## src/hw/rtl/sbfr_pkg.sv

```systemverilog
`timescale 1ns / 1ps
// ----------------------------------------------------------------------------
// sbfr_pkg
// shared types and constants of the frame receiver
// ----------------------------------------------------------------------------
package sbfr_pkg;

    localparam int BYTE_W       = 8;
    localparam int RAW_W        = 11;
    localparam int VALUE_W      = 12;
    localparam int CHAN_BYTES   = 22;
    localparam int FLAG_POS     = 22;
    localparam int NUM_CHANNELS = 16;
    localparam int CHAN_W       = 4;
    localparam int FILL_W       = 5;
    localparam int ADDR_W       = $clog2(CHAN_BYTES);
    localparam int ACC_W        = RAW_W + BYTE_W;
    localparam int CNT_W        = $clog2(ACC_W + 1);
    localparam int CFG_IDX_W    = 3;
    localparam int CFG_DATA_W   = 11;

    localparam logic [BYTE_W-1:0] HEADER_RST   = 8'd15;
    localparam logic [BYTE_W-1:0] FOOTER_RST   = 8'd0;
    localparam logic [RAW_W-1:0]  OFFSET_RST   = 11'd172;
    localparam logic [BYTE_W-1:0] DIG_ONE_RST  = 8'd1;
    localparam logic [BYTE_W-1:0] DIG_TWO_RST  = 8'd2;
    localparam logic [BYTE_W-1:0] LOST_RST     = 8'd4;
    localparam logic [BYTE_W-1:0] FAILSAFE_RST = 8'd8;

    typedef logic [ADDR_W-1:0] store_addr_t;

    typedef struct packed {
        logic              en;
        store_addr_t       addr;
        logic [BYTE_W-1:0] data;
    } store_wr_t;

    typedef enum logic [CFG_IDX_W-1:0] {
        CFG_HEADER   = 3'd0,
        CFG_FOOTER   = 3'd1,
        CFG_OFFSET   = 3'd2,
        CFG_DIG_ONE  = 3'd3,
        CFG_DIG_TWO  = 3'd4,
        CFG_LOST     = 3'd5,
        CFG_FAILSAFE = 3'd6
    } cfg_idx_t;

endpackage

```

## src/hw/rtl/sbus_frame_receiver.sv

```systemverilog
`timescale 1ns / 1ps
// ----------------------------------------------------------------------------
// sbus_frame_receiver
// serial frame decoder giving sixteen 11-bit channels and four flags a frame
// ----------------------------------------------------------------------------
// usage
//   input channel: one received byte per item on rx_byte, in_valid / in_stall
//   output channel: one item per channel, channel_index 0..15, last_channel
//     marks the sixteenth, out_valid / out_stall
//   configuration: cfg_we with cfg_index and cfg_data, written while idle
// timing
//   a byte that does not complete a frame is taken while idle, back to back
//   the byte that completes a frame starts the unpacker: it reads the 22
//   packed bytes from the frame store one at a time (memory read, then
//   merge into a bit accumulator) and sends a channel through a shared
//   subtractor whenever 11 bits are held
//   the first channel item appears once the merges hold 11 bits
//   in_stall is high for the whole unpack, including any output stall
// reset
//   fill count cleared, previous byte taken as the footer reset value,
//   registers take their reset values, no output item pending
// stalls
//   a single output register holds the pending item; the unpacker waits
//   while it is full and stalled, and no byte is taken during that wait
// ----------------------------------------------------------------------------
module sbus_frame_receiver #(
    parameter int FRAME_BYTES = 24
) (
    input  logic                                 clk,
    input  logic                                 rst_n,
    // configuration port
    input  logic                                 cfg_we,
    input  logic [sbfr_pkg::CFG_IDX_W-1:0]       cfg_index,
    input  logic [sbfr_pkg::CFG_DATA_W-1:0]      cfg_data,
    // byte input
    input  logic                                 in_valid,
    output logic                                 in_stall,
    input  logic [sbfr_pkg::BYTE_W-1:0]          rx_byte,
    // channel output
    output logic                                 out_valid,
    input  logic                                 out_stall,
    output logic [sbfr_pkg::CHAN_W-1:0]          channel_index,
    output logic signed [sbfr_pkg::VALUE_W-1:0]  channel_value,
    output logic                                 digital_one,
    output logic                                 digital_two,
    output logic                                 failsafe_flag,
    output logic                                 lost_flag,
    output logic                                 last_channel
);

    typedef enum logic [1:0] {
        IDLE,
        FETCH,
        MERGE,
        EMIT
    } state_t;

    // configuration registers
    logic [sbfr_pkg::BYTE_W-1:0]  header_reg;
    logic [sbfr_pkg::BYTE_W-1:0]  footer_reg;
    logic [sbfr_pkg::RAW_W-1:0]   offset_reg;
    logic [sbfr_pkg::BYTE_W-1:0]  dig_one_mask_reg;
    logic [sbfr_pkg::BYTE_W-1:0]  dig_two_mask_reg;
    logic [sbfr_pkg::BYTE_W-1:0]  lost_mask_reg;
    logic [sbfr_pkg::BYTE_W-1:0]  failsafe_mask_reg;

    // frame fill and unpack state
    state_t                       state_reg;
    logic [sbfr_pkg::FILL_W-1:0]  fill_reg;
    logic [sbfr_pkg::BYTE_W-1:0]  prev_reg;
    logic [sbfr_pkg::BYTE_W-1:0]  flags_reg;
    sbfr_pkg::store_addr_t        rd_addr_reg;
    logic [sbfr_pkg::ACC_W-1:0]   acc_reg;
    logic [sbfr_pkg::CNT_W-1:0]   cnt_reg;
    logic [sbfr_pkg::CHAN_W-1:0]  chan_reg;

    // output register
    logic                                 out_valid_reg;
    logic [sbfr_pkg::CHAN_W-1:0]          chan_out_reg;
    logic [sbfr_pkg::VALUE_W-1:0]         value_out_reg;
    logic                                 dig_one_out_reg;
    logic                                 dig_two_out_reg;
    logic                                 failsafe_out_reg;
    logic                                 lost_out_reg;
    logic                                 last_out_reg;

    logic                         restart;
    logic [sbfr_pkg::FILL_W-1:0]  fill_next;
    logic                         frame_done;
    logic [sbfr_pkg::BYTE_W-1:0]  rd_data;
    logic [sbfr_pkg::CNT_W-1:0]   merge_cnt;
    logic [sbfr_pkg::CNT_W-1:0]   emit_cnt;
    logic                         emit_go;
    logic [sbfr_pkg::VALUE_W-1:0] value_next;
    sbfr_pkg::store_wr_t          store_wr;

    // header straight after a footer restarts the fill
    assign restart    = (rx_byte == header_reg) && (prev_reg == footer_reg);
    assign fill_next  = fill_reg + sbfr_pkg::FILL_W'(1);
    assign frame_done = !restart && (fill_next == sbfr_pkg::FILL_W'(FRAME_BYTES));

    assign merge_cnt  = cnt_reg + sbfr_pkg::CNT_W'(sbfr_pkg::BYTE_W);
    assign emit_cnt   = cnt_reg - sbfr_pkg::CNT_W'(sbfr_pkg::RAW_W);
    assign emit_go    = (state_reg == EMIT) && (!out_valid_reg || !out_stall);

    // shared subtractor, wraps to 12-bit two's complement
    assign value_next = {1'b0, acc_reg[sbfr_pkg::RAW_W-1:0]} - {1'b0, offset_reg};

    // only the packed channel bytes go to the store, the flag byte is kept apart
    always_comb
    begin
        store_wr.en   = (state_reg == IDLE) && in_valid && !restart
                        && (fill_reg < sbfr_pkg::FILL_W'(sbfr_pkg::CHAN_BYTES));
        store_wr.addr = sbfr_pkg::ADDR_W'(fill_reg);
        store_wr.data = rx_byte;
    end

    sbfr_frame_store u_store (
        .clk     (clk),
        .wr      (store_wr),
        .rd_addr (rd_addr_reg),
        .rd_data (rd_data)
    );

    always_ff @(posedge clk or negedge rst_n)
    begin
        if (!rst_n)
        begin
            header_reg        <= sbfr_pkg::HEADER_RST;
            footer_reg        <= sbfr_pkg::FOOTER_RST;
            offset_reg        <= sbfr_pkg::OFFSET_RST;
            dig_one_mask_reg  <= sbfr_pkg::DIG_ONE_RST;
            dig_two_mask_reg  <= sbfr_pkg::DIG_TWO_RST;
            lost_mask_reg     <= sbfr_pkg::LOST_RST;
            failsafe_mask_reg <= sbfr_pkg::FAILSAFE_RST;
        end
        else if (cfg_we)
        begin
            unique case (sbfr_pkg::cfg_idx_t'(cfg_index))
                sbfr_pkg::CFG_HEADER:   header_reg        <= cfg_data[sbfr_pkg::BYTE_W-1:0];
                sbfr_pkg::CFG_FOOTER:   footer_reg        <= cfg_data[sbfr_pkg::BYTE_W-1:0];
                sbfr_pkg::CFG_OFFSET:   offset_reg        <= cfg_data[sbfr_pkg::RAW_W-1:0];
                sbfr_pkg::CFG_DIG_ONE:  dig_one_mask_reg  <= cfg_data[sbfr_pkg::BYTE_W-1:0];
                sbfr_pkg::CFG_DIG_TWO:  dig_two_mask_reg  <= cfg_data[sbfr_pkg::BYTE_W-1:0];
                sbfr_pkg::CFG_LOST:     lost_mask_reg     <= cfg_data[sbfr_pkg::BYTE_W-1:0];
                sbfr_pkg::CFG_FAILSAFE: failsafe_mask_reg <= cfg_data[sbfr_pkg::BYTE_W-1:0];
                default:
                begin
                end
            endcase
        end
    end

    always_ff @(posedge clk or negedge rst_n)
    begin
        if (!rst_n)
        begin
            state_reg        <= IDLE;
            fill_reg         <= '0;
            prev_reg         <= sbfr_pkg::FOOTER_RST;
            flags_reg        <= '0;
            rd_addr_reg      <= '0;
            acc_reg          <= '0;
            cnt_reg          <= '0;
            chan_reg         <= '0;
            out_valid_reg    <= 1'b0;
            chan_out_reg     <= '0;
            value_out_reg    <= '0;
            dig_one_out_reg  <= 1'b0;
            dig_two_out_reg  <= 1'b0;
            failsafe_out_reg <= 1'b0;
            lost_out_reg     <= 1'b0;
            last_out_reg     <= 1'b0;
        end
        else
        begin
            // output register: loaded by the unpacker, emptied when taken
            if (emit_go)
            begin
                out_valid_reg <= 1'b1;
            end
            else if (!out_stall)
            begin
                out_valid_reg <= 1'b0;
            end

            unique case (state_reg)
                IDLE:
                begin
                    if (in_valid)
                    begin
                        if (frame_done)
                        begin
                            fill_reg    <= '0;
                            prev_reg    <= footer_reg;
                            rd_addr_reg <= '0;
                            acc_reg     <= '0;
                            cnt_reg     <= '0;
                            chan_reg    <= '0;
                            state_reg   <= FETCH;
                        end
                        else
                        begin
                            prev_reg <= rx_byte;
                            fill_reg <= restart ? '0 : fill_next;
                        end
                        if (!restart && (fill_reg == sbfr_pkg::FILL_W'(sbfr_pkg::FLAG_POS)))
                        begin
                            flags_reg <= rx_byte;
                        end
                    end
                end

                FETCH:
                begin
                    // store read in flight
                    state_reg <= MERGE;
                end

                MERGE:
                begin
                    acc_reg     <= acc_reg | (sbfr_pkg::ACC_W'(rd_data) << cnt_reg);
                    cnt_reg     <= merge_cnt;
                    rd_addr_reg <= rd_addr_reg + sbfr_pkg::ADDR_W'(1);
                    state_reg   <= (merge_cnt >= sbfr_pkg::CNT_W'(sbfr_pkg::RAW_W))
                                   ? EMIT : FETCH;
                end

                EMIT:
                begin
                    if (emit_go)
                    begin
                        chan_out_reg     <= chan_reg;
                        value_out_reg    <= value_next;
                        dig_one_out_reg  <= |(flags_reg & dig_one_mask_reg);
                        dig_two_out_reg  <= |(flags_reg & dig_two_mask_reg);
                        failsafe_out_reg <= |(flags_reg & failsafe_mask_reg);
                        lost_out_reg     <= |(flags_reg & lost_mask_reg);
                        last_out_reg     <= &chan_reg;
                        acc_reg          <= acc_reg >> sbfr_pkg::RAW_W;
                        cnt_reg          <= emit_cnt;
                        chan_reg         <= chan_reg + sbfr_pkg::CHAN_W'(1);
                        if (&chan_reg)
                        begin
                            state_reg <= IDLE;
                        end
                        else if (emit_cnt >= sbfr_pkg::CNT_W'(sbfr_pkg::RAW_W))
                        begin
                            state_reg <= EMIT;
                        end
                        else
                        begin
                            state_reg <= FETCH;
                        end
                    end
                end

                default:
                begin
                    state_reg <= IDLE;
                end
            endcase
        end
    end

    assign in_stall      = (state_reg != IDLE);
    assign out_valid     = out_valid_reg;
    assign channel_index = chan_out_reg;
    assign channel_value = signed'(value_out_reg);
    assign digital_one   = dig_one_out_reg;
    assign digital_two   = dig_two_out_reg;
    assign failsafe_flag = failsafe_out_reg;
    assign lost_flag     = lost_out_reg;
    assign last_channel  = last_out_reg;

`ifndef SYNTHESIS
    // last marker sits on channel fifteen only
    a_last_on_fifteen: assert property (@(posedge clk) disable iff (!rst_n)
        out_valid |-> (last_channel == (channel_index == sbfr_pkg::CHAN_W'(15))))
        else $error("last_channel out of step with channel_index");

    // all 176 packed bits are used up by the sixteenth channel
    a_bits_consumed: assert property (@(posedge clk) disable iff (!rst_n)
        (emit_go && (&chan_reg)) |-> (cnt_reg == sbfr_pkg::CNT_W'(sbfr_pkg::RAW_W)))
        else $error("bit accumulator not drained at end of frame");

    // fill never reaches the frame length while taking bytes
    a_fill_bound: assert property (@(posedge clk) disable iff (!rst_n)
        (state_reg == IDLE) |-> (fill_reg < sbfr_pkg::FILL_W'(FRAME_BYTES)))
        else $error("fill count reached frame length while idle");

    // unpacker reads only packed channel bytes
    a_read_bound: assert property (@(posedge clk) disable iff (!rst_n)
        (state_reg == FETCH) |-> (rd_addr_reg < sbfr_pkg::ADDR_W'(sbfr_pkg::CHAN_BYTES)))
        else $error("frame store read beyond channel bytes");
`endif

endmodule

```

## src/hw/rtl/sbfr_frame_store.sv

```systemverilog
`timescale 1ns / 1ps
// ----------------------------------------------------------------------------
// sbfr_frame_store
// byte memory holding the packed channel bytes of one frame
// ----------------------------------------------------------------------------
module sbfr_frame_store (
    input  logic                          clk,
    input  sbfr_pkg::store_wr_t           wr,
    input  sbfr_pkg::store_addr_t         rd_addr,
    output logic [sbfr_pkg::BYTE_W-1:0]   rd_data
);

    logic [sbfr_pkg::BYTE_W-1:0] mem [sbfr_pkg::CHAN_BYTES];
    logic [sbfr_pkg::BYTE_W-1:0] rd_data_reg;

    always_ff @(posedge clk)
    begin
        if (wr.en)
        begin
            mem[wr.addr] <= wr.data;
        end
    end

    // registered read port
    always_ff @(posedge clk)
    begin
        rd_data_reg <= mem[rd_addr];
    end

    assign rd_data = rd_data_reg;

endmodule
```

## config.mk

```make
export PLATFORM = sky130hd
export DESIGN_NAME = sbus_frame_receiver
export DESIGN_NICKNAME = d
export VERILOG_FILES = /design/src/hw/rtl/sbfr_pkg.sv /design/src/hw/rtl/sbus_frame_receiver.sv /design/src/hw/rtl/sbfr_frame_store.sv
export SDC_FILE = /design/constraint.sdc
export NUM_CORES = 1
export LEC_CHECK = 0
export BUFFER_PORTS_ARGS = -buffer_cell sky130_fd_sc_hd__buf_4
export CAP_MARGIN = 15
export CORE_ASPECT_RATIO = 0.8
export CORE_UTILIZATION = 30
export DETAILED_ROUTE_END_ITERATION = 10
export GPL_TIMING_DRIVEN = 0
export PLACE_DENSITY = 0.56
export SETUP_SLACK_MARGIN = 0.3
export SYNTH_ARGS = -nofsm -noshare
export SYNTH_HDL_FRONTEND = slang
export SYNTH_SLANG_ARGS = --single-unit
```

## constraint.sdc

```tcl
create_clock -name clk -period 3.57 [get_ports clk]
set_input_delay 0.5355 -clock clk [delete_from_list [all_inputs] [get_ports clk]]
set_output_delay 0.5355 -clock clk [all_outputs]
set_load 0.01 [all_outputs]
```

# Word level (Yosys, flattened, before mapping)
# Memories as Yosys holds them, arrays and structs flattened. A register that Yosys moved wholly into a read port is not among the register bits.
# Index checks and enable logic that the tools add are counted.
[word_totals]
ff_bits = 137
mem_bits_rw = 176
in_bits = 27
out_inout_bits = 23
wordCells = 119
mem_count = 1
[op_classes]
addsub = 6
order_cmp = 3
eq_ne = 17
shifts = 1
n_mux = 27
bitwise = 5
n_reduce_logical = 36
[mem_list]
columns = ["name", "words", "word_bits", "rd", "rd_clocked_by_memory_dff", "write_ports", "line", "text"]
rows = [
  ["u_store.mem", 22, 8, 1, 1, 1, "sbfr_frame_store.sv:13", "logic [sbfr_pkg::BYTE_W-1:0] mem [sbfr_pkg::CHAN_BYTES];"],
]
[op_table]
columns = ["cell", "count"]
rows = [
  ["$mux 19", 3],
  ["$pmux 19 s3", 1],
  ["$and 8x8->8", 4],
  ["$reduce_or 8->1", 4],
  ["$mux 5", 5],
  ["$or 19x19->19", 1],
  ["$shl 8x5->19", 1],
  ["$reduce_and 2->1", 9],
  ["$eq 8x8->1", 2],
  ["$pmux 5 s3", 1],
  ["$mux 2", 6],
  ["$mux 4", 3],
  ["$reduce_and 4->1", 3],
  ["$sub 11x11->12", 1],
  ["$add 5x1->5 const B", 2],
  ["$eq 5x5->1 const B", 2],
  ["$ge 5x4->1 const B", 2],
  ["$pmux 5 s2", 1],
  ["$eq 3x3->1 const B", 3],
  ["$reduce_and 3->1", 3],
  ["$mux 8", 1],
  ["$pmux 2 s4", 1],
  ["$pmux 4 s2", 1],
  ["$logic_and 1x1->1", 7],
  ["17 further kinds", 28],
]

# Longest topological paths before layout
# Gate-level depths: netlist of run 1.
[depth]
ltp_word = 7
mapped_depth = 9
depth_no_buf = 9

# Hierarchy
# Synthesis of run 1 repeated with hierarchy kept, for this count alone.
[unflattened]
cells_unflattened = 1010
hier_area_um2 = 14243.7
[by_module_without_submodules]
columns = ["module", "instances", "cells_each", "area_each_um2"]
rows = [
  ["sbus_frame_receiver", 1, 665, 7184.4],
  ["sbfr_frame_store", 1, 345, 7059.3],
]

# Worst setup path after synthesis of run 1
# Ideal clock, no wire load.
[synth_path]
path_type = "register to register"
startpoint = "register state_reg[0]"
endpoint = "memory u_store.mem[20][0] (netlist bit) (enable)"
setup_time_ps = 395
t_arrival_ps = 2366
required_ps = 3175
path_slack_ps = 809
stages_incl_launch_ff = 8
cell_sequence = "dfrtp_1 -> inv_1 -> ha_1 -> buf_2 -> inv_1 -> nor2_1 -> nand4_2 -> nor4_1"
[synth_via]
elab_chain_cells = 6
[synth_rtl]
columns = ["item", "line", "text"]
rows = [
  ["start, declared", "sbus_frame_receiver.sv:68", "state_t state_reg;"],
  ["start signal, assigned", "sbus_frame_receiver.sv:225", "state_reg <= (merge_cnt >= sbfr_pkg::CNT_W'(sbfr_pkg::RAW_W))"],
  ["$logic_not 2->1", "sbus_frame_receiver.sv:112", "store_wr.en = (state_reg == IDLE) && in_valid && !restart"],
  ["$logic_and 1x1->1 (2 in a row)", "sbus_frame_receiver.sv:112", ""],
  ["$logic_and 1x1->1", "sbus_frame_receiver.sv:113", "&& (fill_reg < sbfr_pkg::FILL_W'(sbfr_pkg::CHAN_BYTES));"],
  ["$mux 1", "sbfr_frame_store.sv:18", "if (wr.en)"],
  ["$mux 1 (not written as such)", "sbfr_frame_store.sv:20", "mem[wr.addr] <= wr.data;"],
  ["end, declared", "sbfr_frame_store.sv:13", ""],
]
# Every way passes these cells.

# Final worst setup path of run 1
[layout_path]
startpoint = "register state_reg[0]"
endpoint = "memory u_store.mem[10][3] (netlist bit) (enable)"
# The elaborated chain is that of the path after synthesis.

==> impl_metrics.py, run 1 <==
metrics = {
    "status": {
        "outcome": "finished, final reports clean",
    },
    "placement": {
        "portBuffers": 47,
        "globalplace.congestion": 0.835,
        "place_hpwl_mm": 22.4,
    },
    "clocking": {
        "clock-sinks": 321,
        "clk_pin_slew_worst_paths_ps": 60,
        "tritoncts": "built",
        "worst_skew_pair.late_latency_ps": 520,
        "htreeDepth": 2,
        "ctsHoldBuffers": 0,
        "cts-root-buf": "clkbuf_16",
        "clockBufferDepth": 3,
        "cts_buffers": 36,
    },
    "synth": {
        "yosysTopAreaCell": "edfxtp_1",
        "synth_sequential_area_ratio_pct": 62.4,
        "synth_edf_count": 176,
        "synth_seq_cells": 321,
        "yosysWarnings": 0,
        "yosysUniqueCellTypes": 77,
        "ys_top_cells_by_area": "edfxtp_1, dfrtp_1, mux4_2",
        "ys.flop_type": "edfxtp_1",
        "synth.cell_area_sq_um": 14200,
        "synth.top_cell.area_share_pct": 37.1,
        "avgSynthCellArea_sq_um": 14.3,
        "synthCells": 993,
        "synthArstFlopShare_pct": 42.7,
        "synth.net_count": 1046,
    },
    "timing": {
        "rsz0062_at_grt": "true",
        "hold_viol_final": 0,
        "fmax_mhz": 312,
        "relSlewSlack_pct": 38.5,
        "slew_violations": 0,
        "min_period_ps": 3200,
        "setup_viol": 0,
        "finalCritPeriodShare_pct": 89.7,
        "fin_worst_skew_ps": 22.7,
        "tightest_slew_ps": 919,
    },
    "cells_and_area": {
        "syn2layout_area_growth_pct": 17.6,
        "drive_above_1_share_pct": 25.9,
        "layout_common_cells": "edfxtp_1, dfrtp_1, nand2_1, mux2_2, o21ai_0",
        "final_common_cell": "edfxtp_1",
        "postLayoutCoreUtil_pct": 35.7,
        "fin_nets": 1135,
        "fill_cells": 4522,
        "largest_register_ffs": 176,
    },
    "detailed_routing": {
        "vias": 8657,
        "firstDrtPassIters": 5,
        "ant_nets": 0,
        "drc": 0,
        "avgRoutedWirePerCell_um": 18.9,
        "vias_per_cell": 5.00,
        "drt_iter0_drc": 564,
        "wl_mm": 32.8,
    },
    "worst_setup_path": {
        "start_kind": "register",
        "arrival_ps": 3330,
        "cp.required_ps": 3700,
        "cp-end-kind": "register",
        "path_class": "reg -> reg",
        "critPathMaxFanout": 8,
    },
    "global_route": {
        "grt_pass1_vias": 8715,
        "grt_pass1_wl_mm": 51.7,
        "antenna_found_initial": 1,
        "overflow": 0,
        "track_usage_pct": 13.9,
        "grt_max_degree": 74,
    },
    "job": {
        "drv_cap": 0,
    },
    "floorplanning": {
        "initial_core_util_pct": 30.4,
        "die_area_sq_um": 48400,
        "die_h_um": 197,
        "rows": 71,
        "pin_count": 50,
        "die_w_um": 246,
        "core-area_sq_um": 46900,
    },
    "pwr": {
        "p_leak_nw": 6.32,
        "total_power_mw": 13.2,
        "p_per_area_nw_per_um2": 789,
        "ir_worst_vdd_uv": 392,
    },
    "worst_hold_path": {
        "hp-class": "in -> async",
    },
}
cells by family after synthesis:
kind of cell    share of synthesized area [%]
flops                                    62.4
fa+ha+maj                                2.34
xor+xnor                                 1.23
simple gates                             7.81
mux                                      15.1
compound gates                           8.77
buf+inv                                  2.37
worst max-delay path, cell delays in order (launching register included):
cell     delay, ps
dfrtp_1        440
inv_1          130
ha_1           140
buf_2          170
inv_1          150
nor2_1         450
nand2_1        210
or3_1          420
nor2_1         700
layer usage:
layer  up-vias  global-route usage [%]  wire length (um)
met1      4466                    20.5             16100
met5         -                       0                 0
met2       192                    20.6             14400
met4         0                    3.38               570
met3        32                    2.85              1730
li1       3967                       -                 -
cell type report:
cell class	instances	area, sq um	area share [%]
Buffer	44	206	1.23
Tap cell	620	776	4.63
Multi-Input combinational cell	593	5070	30.3
Timing Repair Buffer	51	404	2.41
Sequential cell	321	8890	53.1
Clock buffer	47	1070	6.36
Antenna cell	1	2.50	0.0149
Clock inverter	18	205	1.22
Inverter	35	131	0.784
report_power, final:
part           leakage, nW  switching, mW  internal (mW)  total [mW]
logic                 2.33           2.49           1.92        4.42
registers             3.35          0.398           4.52        4.91
clock network        0.633           1.49           2.40        3.89
metrics by stage:
step | setup TNS, ps | instances | cell area (sq um) | hold WS, ps | setup slack [ps]
after detailed placement | 0 | 1663 | 15400 | 468 | 251
after floorplan | 0 | 993 | 14200 | 240 | 809
after global routing | 0 | 1729 | 16700 | 41.8 | 101
after CTS | 0 | 1728 | 16700 | 14.1 | 283
final | 0 | 1730 | 16800 | 13.2 | 369
after global placement | -2170 | 1660 | 15400 | 463 | -144
final timing paths:
kind                                    start                  to  slack, ps  depth (start not counted)
worst min-delay path                    rst_n    channel_value[5]         10                          1
worst min register to register  failsafe_flag       failsafe_flag        470                          1
worst max-delay path             state_reg[0]  u_store.mem[10][3]        370                          8
min in group clk                 cfg_data[10]      offset_reg[10]        210                          3
worst max register to register   state_reg[0]  u_store.mem[10][3]        370                          8
max in group asynchronous               rst_n       offset_reg[5]       2750                          2
repair_timing:
action | in CTS | in global routing
buffers inserted | 0 | 0
resized for setup | 2 | 10
cloned | 0 | 0
setup endpoints to repair | 15 | 88
Yosys cell counts (6+ instances only):
library cell and count:
inv_1 31, nand2_1 76, dfstp_2 12, buf_2 12
ha_1 25, nor2_1 48, a31oi_1 8, dfxtp_1 8
o21ai_0 61, nor4_1 6, xor2_1 19, o21a_1 18
nor3_1 14, a22o_1 7, o2bb2ai_1 9, mux2_2 65
nand3_1 21, clkbuf_1 24, nor3b_1 6, dfrtp_1 125
nor2b_1 7, edfxtp_1 176, a21oi_1 23, and3_1 6
a22oi_1 11, mux2i_1 28, a21o_1 7, mux4_2 50
Power figures use the tool's default switching activity.
==> run 2, diff against run 1 <==
- ABC_AREA: default -> 1
- PLACE_DENSITY: 0.56 -> 0.55
- SLEW_MARGIN: default -> 20
==> run 2 against run 1 <==
Against the previous run: via count grew 28%; largest cell class unchanged; total power fell by 5.0%; fmax fell by 3.2%.
==> impl_metrics.py, run 2 <==
metrics = {
    "status": {
        "outcome": "finished, final reports clean",
    },
    "floorplanning": {
        "die_area_sq_um": 49300,
        "initial_core_util_pct": 30.6,
        "die_w_um": 248,
        "rows": 71,
        "die_h_um": 199,
        "core-area_sq_um": 47400,
        "pin_count": 50,
    },
    "placement": {
        "place_hpwl_mm": 26.8,
        "globalplace.congestion": 0.886,
        "portBuffers": 49,
        "dpl_cell_area_sq_um": 15700,
        "placedCellCount": 2170,
        "dp_slack_ps": 167,
    },
    "timing": {
        "setup_ws_ps": 262,
        "finalCritPeriodShare_pct": 92.7,
        "fin_worst_skew_ps": 24.5,
        "slew_violations": 0,
        "relSlewSlack_pct": 39.2,
        "fmax_mhz": 302,
        "hold_slack_ps": 255,
        "rsz0062_at_grt": "true",
        "min_period_ps": 3310,
        "hold_viol_final": 0,
        "setup_viol": 0,
        "tns_ps": 0,
        "tightest_slew_ps": 909,
    },
    "worst_setup_path": {
        "start_kind": "register",
        "cp.required_ps": 3710,
        "worstPathCellList": "inv_1 > ha_1 > nand2_1 > inv_1 > nand2_1 > nor2_1 > nand2_1 > nor2_1",
        "worst-path-buf-inv": 2,
        "arrival_ps": 3450,
        "cp_slowest_stage_delay_ps": 740,
        "cpMostUsedCell": "nand2_1",
        "cp-end-kind": "register",
        "critPathMaxFanout": 9,
        "cp_slowest_cell": "nor2_1",
        "cp_top_family": "simple AND/OR/NAND/NOR gates",
        "path_class": "reg -> reg",
    },
    "synth": {
        "synthArstFlopShare_pct": 42.7,
        "yosysWarnings": 0,
        "yosysUniqueCellTypes": 48,
        "synth_most_common_cell": "nand2_1",
        "synth.net_count": 1553,
        "synth_sequential_area_ratio_pct": 61.2,
        "synthTopCellsByCount": "nand2_1, o21ai_0, edfxtp_1",
        "avgSynthCellArea_sq_um": 9.69,
        "synth_edf_count": 176,
        "synth_seq_cells": 321,
        "yosysTopAreaCell": "edfxtp_1",
        "ys_top_cells_by_area": "edfxtp_1, dfrtp_1, nand2_1",
        "synth.cell_area_sq_um": 14500,
        "ys.flop_type": "edfxtp_1",
        "synth.top_cell.area_share_pct": 36.4,
        "synthCells": 1500,
    },
    "cells_and_area": {
        "fin_nets": 1644,
        "n_antenna_cell": 0,
        "final_common_cell": "nand2_1",
        "fill_cells": 4851,
        "fin_area_sq_um": 17000,
        "layout_common_cells": "nand2_1, o21ai_0, edfxtp_1, nor2_1, dfrtp_1",
        "syn2layout_area_growth_pct": 17.1,
        "largest_register_ffs": 176,
        "drive_above_1_share_pct": 11.0,
        "stdcell_count": 2238,
        "postLayoutCoreUtil_pct": 35.9,
    },
    "clocking": {
        "worst_skew_pair.late_latency_ps": 530,
        "tritoncts": "built",
        "clock-sinks": 321,
        "clk_pin_slew_worst_paths_ps": 50,
        "cts-root-buf": "clkbuf_16",
        "cts_buffers": 38,
        "postCtsSetupBuffers": 0,
        "clockBufferDepth": 3,
        "htreeDepth": 2,
    },
    "global_route": {
        "grt_pass1_vias": 10800,
        "track_usage_pct": 16.2,
        "grt_max_degree": 87,
        "grtUsageMet1_pct": 23.8,
        "met2_usage_pct": 24.6,
        "overflow": 0,
        "antenna_found_initial": 0,
        "grt_pass1_wl_mm": 61.8,
        "grt.busiest_layer": "met2",
        "grt_use_met3_pct": 2.66,
    },
    "pwr": {
        "pwr-share-clk_pct": 29.9,
        "p_per_area_nw_per_um2": 738,
        "power.internal_mw": 8.05,
        "p_leak_nw": 6.98,
        "total_power_mw": 12.6,
        "seq_power_share_pct": 38.7,
        "netSwitchingPower_mw": 4.50,
        "p_sw_share_pct": 35.9,
        "comb_power_share_pct": 31.4,
        "ir_worst_vdd_uv": 387,
    },
    "detailed_routing": {
        "drt_iter0_drc": 989,
        "vias": 11000,
        "ant_nets": 0,
        "vias_per_cell": 4.94,
        "avgRoutedWirePerCell_um": 17.5,
        "drc": 0,
        "wl_mm": 39.1,
        "firstDrtPassIters": 5,
    },
    "job": {
        "drv_cap": 0,
    },
    "worst_hold_path": {
        "hp-class": "in -> reg",
    },
}
run 2: cell types whose count changed after synthesis, sizes merged, moves of 50 or more:
cell,change
nand2,+302
inv,+70
nand3,+51
mux2,-66
o21ai,+152
mux4,-50
nor2,+111
run 2: final timing paths:
check | start | to | slack, ps | depth (start not counted)
setup / recovery | state_reg[0] | u_store.mem[2][3] | 260 | 8
hold / removal | out_stall | out_valid | 260 | 3
setup reg to reg | state_reg[0] | u_store.mem[2][3] | 260 | 8
hold reg to reg | channel_index[2] | channel_index[2] | 470 | 2
max in group asynchronous | rst_n | fill_reg[1] | 2250 | 3
min in group asynchronous | rst_n | channel_index[2] | 540 | 2
run 2: final cells by class:
type,instances,area (sq um),share of cell area [%]
tap,620,776,4.56
inverter,111,417,2.45
clock buffer,55,1100,6.44
clock inverter,12,114,0.669
multi-input combinational,1008,5040,29.6
sequential,321,8890,52.2
buffer,60,269,1.58
timing repair buffer,51,413,2.43
run 2: power by group through the flow:
stage | Clock [mW] | Sequential (mW) | Combinational [mW]
floorplan | 0 | 4.85 | 2.62
global placement | 0 | 4.90 | 3.86
detailed placement | 0 | 4.92 | 3.89
CTS | 3.83 | 4.85 | 3.91
global route | 3.99 | 4.92 | 4.45
finish | 3.76 | 4.86 | 3.94
run 2: kinds of logic after synthesis:
kind of cell / count (synthesis) / synth area share [%]
buffers and inverters: 171 / 4.72
AO/OA/AOI/OAI: 337 / 13.3
AND/OR/NAND/NOR: 630 / 17.6
flip-flops: 321 / 61.2
XOR/XNOR: 15 / 0.904
adder cells (fa/ha/maj): 26 / 2.29
run 2: worst reg2reg max path, cell delays in order (launching register included):
cell     delay [ps]
dfrtp_1         420
inv_1           160
ha_1            440
nand2_1         310
inv_1           230
nand2_1         180
nor2_1          230
nand2_1         210
nor2_1          740
run 2: timing repair:
action,CTS,global route
endpoints found under the setup margin,57,165
resized for setup,8,18
endpoints found under the hold margin,49,0
hold buffers,1,0
run 2: per-layer routing:
metal / up-vias / wire length [um]
li1: 5302 / -
met5: - / 0
met3: 49 / 2130
met4: 0 / 613
met1: 5411 / 19100
met2: 283 / 17300
==> run 3, diff against run 2 <==
- CORE_ASPECT_RATIO: 0.8 -> default
- CTS_CLUSTER_DIAMETER: default -> 60
==> run 3 against run 2 <==
Against the previous run: the run now ends with negative hold slack left; register-to-register slack gained 70 ps; routed wire length shrank 1.2%; global-route usage shrank 0.28 points; clock skew shrank 4.2 ps; sequential share of layout area grew 0.20 points; critical path type unchanged; highest routed layer unchanged.
==> impl_metrics.py, run 3 (same netlist as run 2, synthesis figures left out) <==
metrics = {
    "status": {
        "outcome": "finished with violations",
        "violations": "negative hold slack",
    },
    "cells_and_area": {
        "syn2layout_area_growth_pct": 16.7,
        "stdcell_count": 2232,
        "fin_area_sq_um": 17000,
        "layout_common_cells": "nand2_1, o21ai_0, edfxtp_1, nor2_1, dfrtp_1",
        "largest_register_ffs": 176,
        "final_common_cell": "nand2_1",
        "n_antenna_cell": 0,
        "fin_nets": 1642,
        "drive_above_1_share_pct": 11.1,
        "fill_cells": 4752,
        "postLayoutCoreUtil_pct": 35.5,
    },
    "timing": {
        "min_period_ps": 3240,
        "setup_viol": 0,
        "finalCritPeriodShare_pct": 90.8,
        "tightest_slew_ps": 810,
        "hold_slack_ps": -21.6,
        "fin_worst_skew_ps": 20.3,
        "hold_viol_final": 11,
        "rsz0062_at_grt": "true",
        "slew_violations": 0,
        "fmax_mhz": 309,
        "tns_ps": 0,
        "relSlewSlack_pct": 45.8,
        "setup_ws_ps": 330,
    },
    "pwr": {
        "ir_worst_vdd_uv": 436,
        "p_per_area_nw_per_um2": 734,
        "total_power_mw": 12.5,
        "p_leak_nw": 6.96,
    },
    "clocking": {
        "clock-sinks": 321,
        "clockBufferDepth": 3,
        "worst_skew_pair.late_latency_ps": 540,
        "tritoncts": "built",
        "clk_pin_slew_worst_paths_ps": 60,
        "cts_buffers": 36,
        "cts-root-buf": "clkbuf_16",
        "ctsHoldBuffers": 0,
        "htreeDepth": 2,
    },
    "detailed_routing": {
        "vias": 11000,
        "drc": 0,
        "firstDrtPassIters": 5,
        "wl_mm": 38.7,
        "drt_iter0_drc": 767,
        "ant_nets": 0,
        "vias_per_cell": 4.92,
        "avgRoutedWirePerCell_um": 17.3,
    },
    "worst_setup_path": {
        "critPathMaxFanout": 9,
        "path_class": "reg -> reg",
        "arrival_ps": 3400,
        "start_kind": "register",
        "cp.required_ps": 3730,
        "worst-path-buf-inv": 2,
        "cp_slowest_cell": "nor2_1",
        "cpMostUsedCell": "nand2_1",
        "cp_slowest_stage_delay_ps": 690,
        "startpoint": "state_reg[0]",
        "timing.rr.start": "state_reg[0]",
        "worstPathCellList": "inv_1 > ha_1 > nand2_1 > inv_1 > nand2_1 > nor2_1 > nand2_1 > nor2_1",
        "cp-end-kind": "register",
        "cp_top_family": "simple AND/OR/NAND/NOR gates",
    },
    "global_route": {
        "overflow": 0,
        "track_usage_pct": 15.9,
        "antenna_found_initial": 0,
        "grt_pass1_vias": 10900,
        "grt_max_degree": 79,
        "grt_pass1_wl_mm": 61.5,
    },
    "placement": {
        "dpl_cell_area_sq_um": 15700,
        "placedCellCount": 2165,
        "portBuffers": 49,
        "globalplace.congestion": 0.897,
        "dp_slack_ps": 231,
        "place_hpwl_mm": 26.3,
    },
    "floorplanning": {
        "pin_count": 50,
        "die_h_um": 222,
        "core-area_sq_um": 47700,
        "rows": 80,
        "die_area_sq_um": 49300,
        "die_w_um": 222,
        "initial_core_util_pct": 30.4,
    },
    "worst_hold_path": {
        "hp-class": "in -> async",
    },
    "job": {
        "drv_cap": 0,
    },
}
==> run 3: cell count changes in the layout (fill, tap and decap cells not counted) <==
cell / previous run / this run
nor2_2: 9 / 14
nor2_4: 10 / 5
clkbuf_8: 6 / 2
clkinv_2: 3 / 7
clkbuf_1: 52 / 50
buf_12: 0 / 1
clkbuf_16: 39 / 38
clkinv_4: 0 / 1
clkinv_8: 0 / 1
clkinvlp_4: 2 / 3
dlygate4sd3_1: 1 / 0
inv_6: 1 / 0
==> run 3: power breakdown <==
part / switching (mW) / total [mW] / leakage, nW / internal, mW
clock: 1.51 / 3.65 / 0.565 / 2.14
sequential: 0.367 / 4.84 / 3.34 / 4.47
combinational: 2.65 / 3.96 / 3.05 / 1.31
total: 4.53 / 12.5 / 6.96 / 7.92
==> run 3: area by class of cell <==
type	count	area, sq um	area share, %
repair buffers	51	423	2.49
flip-flops and latches	321	8890	52.4
plain buffers	60	269	1.59
clock buffers	48	1010	5.95
inverters	111	417	2.46
multi-input cells	1008	5020	29.6
well taps	615	769	4.54
clock inverters	18	158	0.930
==> run 3: routing by layer <==
layer | share of wire [%] | vias up | track usage (%)
met5 | 0 | - | 0
met3 | 4.5 | 64 | 2.33
met4 | 2.5 | 0 | 5.49
met2 | 47 | 255 | 26.0
met1 | 46 | 5350 | 21.5
li1 | - | 5302 | -
==> run 3: what timing repair did <==
action,CTS,global route
endpoints found under the setup margin,32,176
pin swaps,0,1
gates resized for setup,4,17
buffers inserted,0,1
==> run 3: worst paths after layout <==
kind,slack [ps],cells past startpoint,to
min reg2reg,480,2,channel_value[11]
max in group asynchronous,2810,2,lost_mask_reg[2]
max,330,8,u_store.mem[9][1]
min,-20,1,channel_index[0]
max reg2reg,330,8,u_store.mem[9][1]
min in group clk,260,3,offset_reg[8]
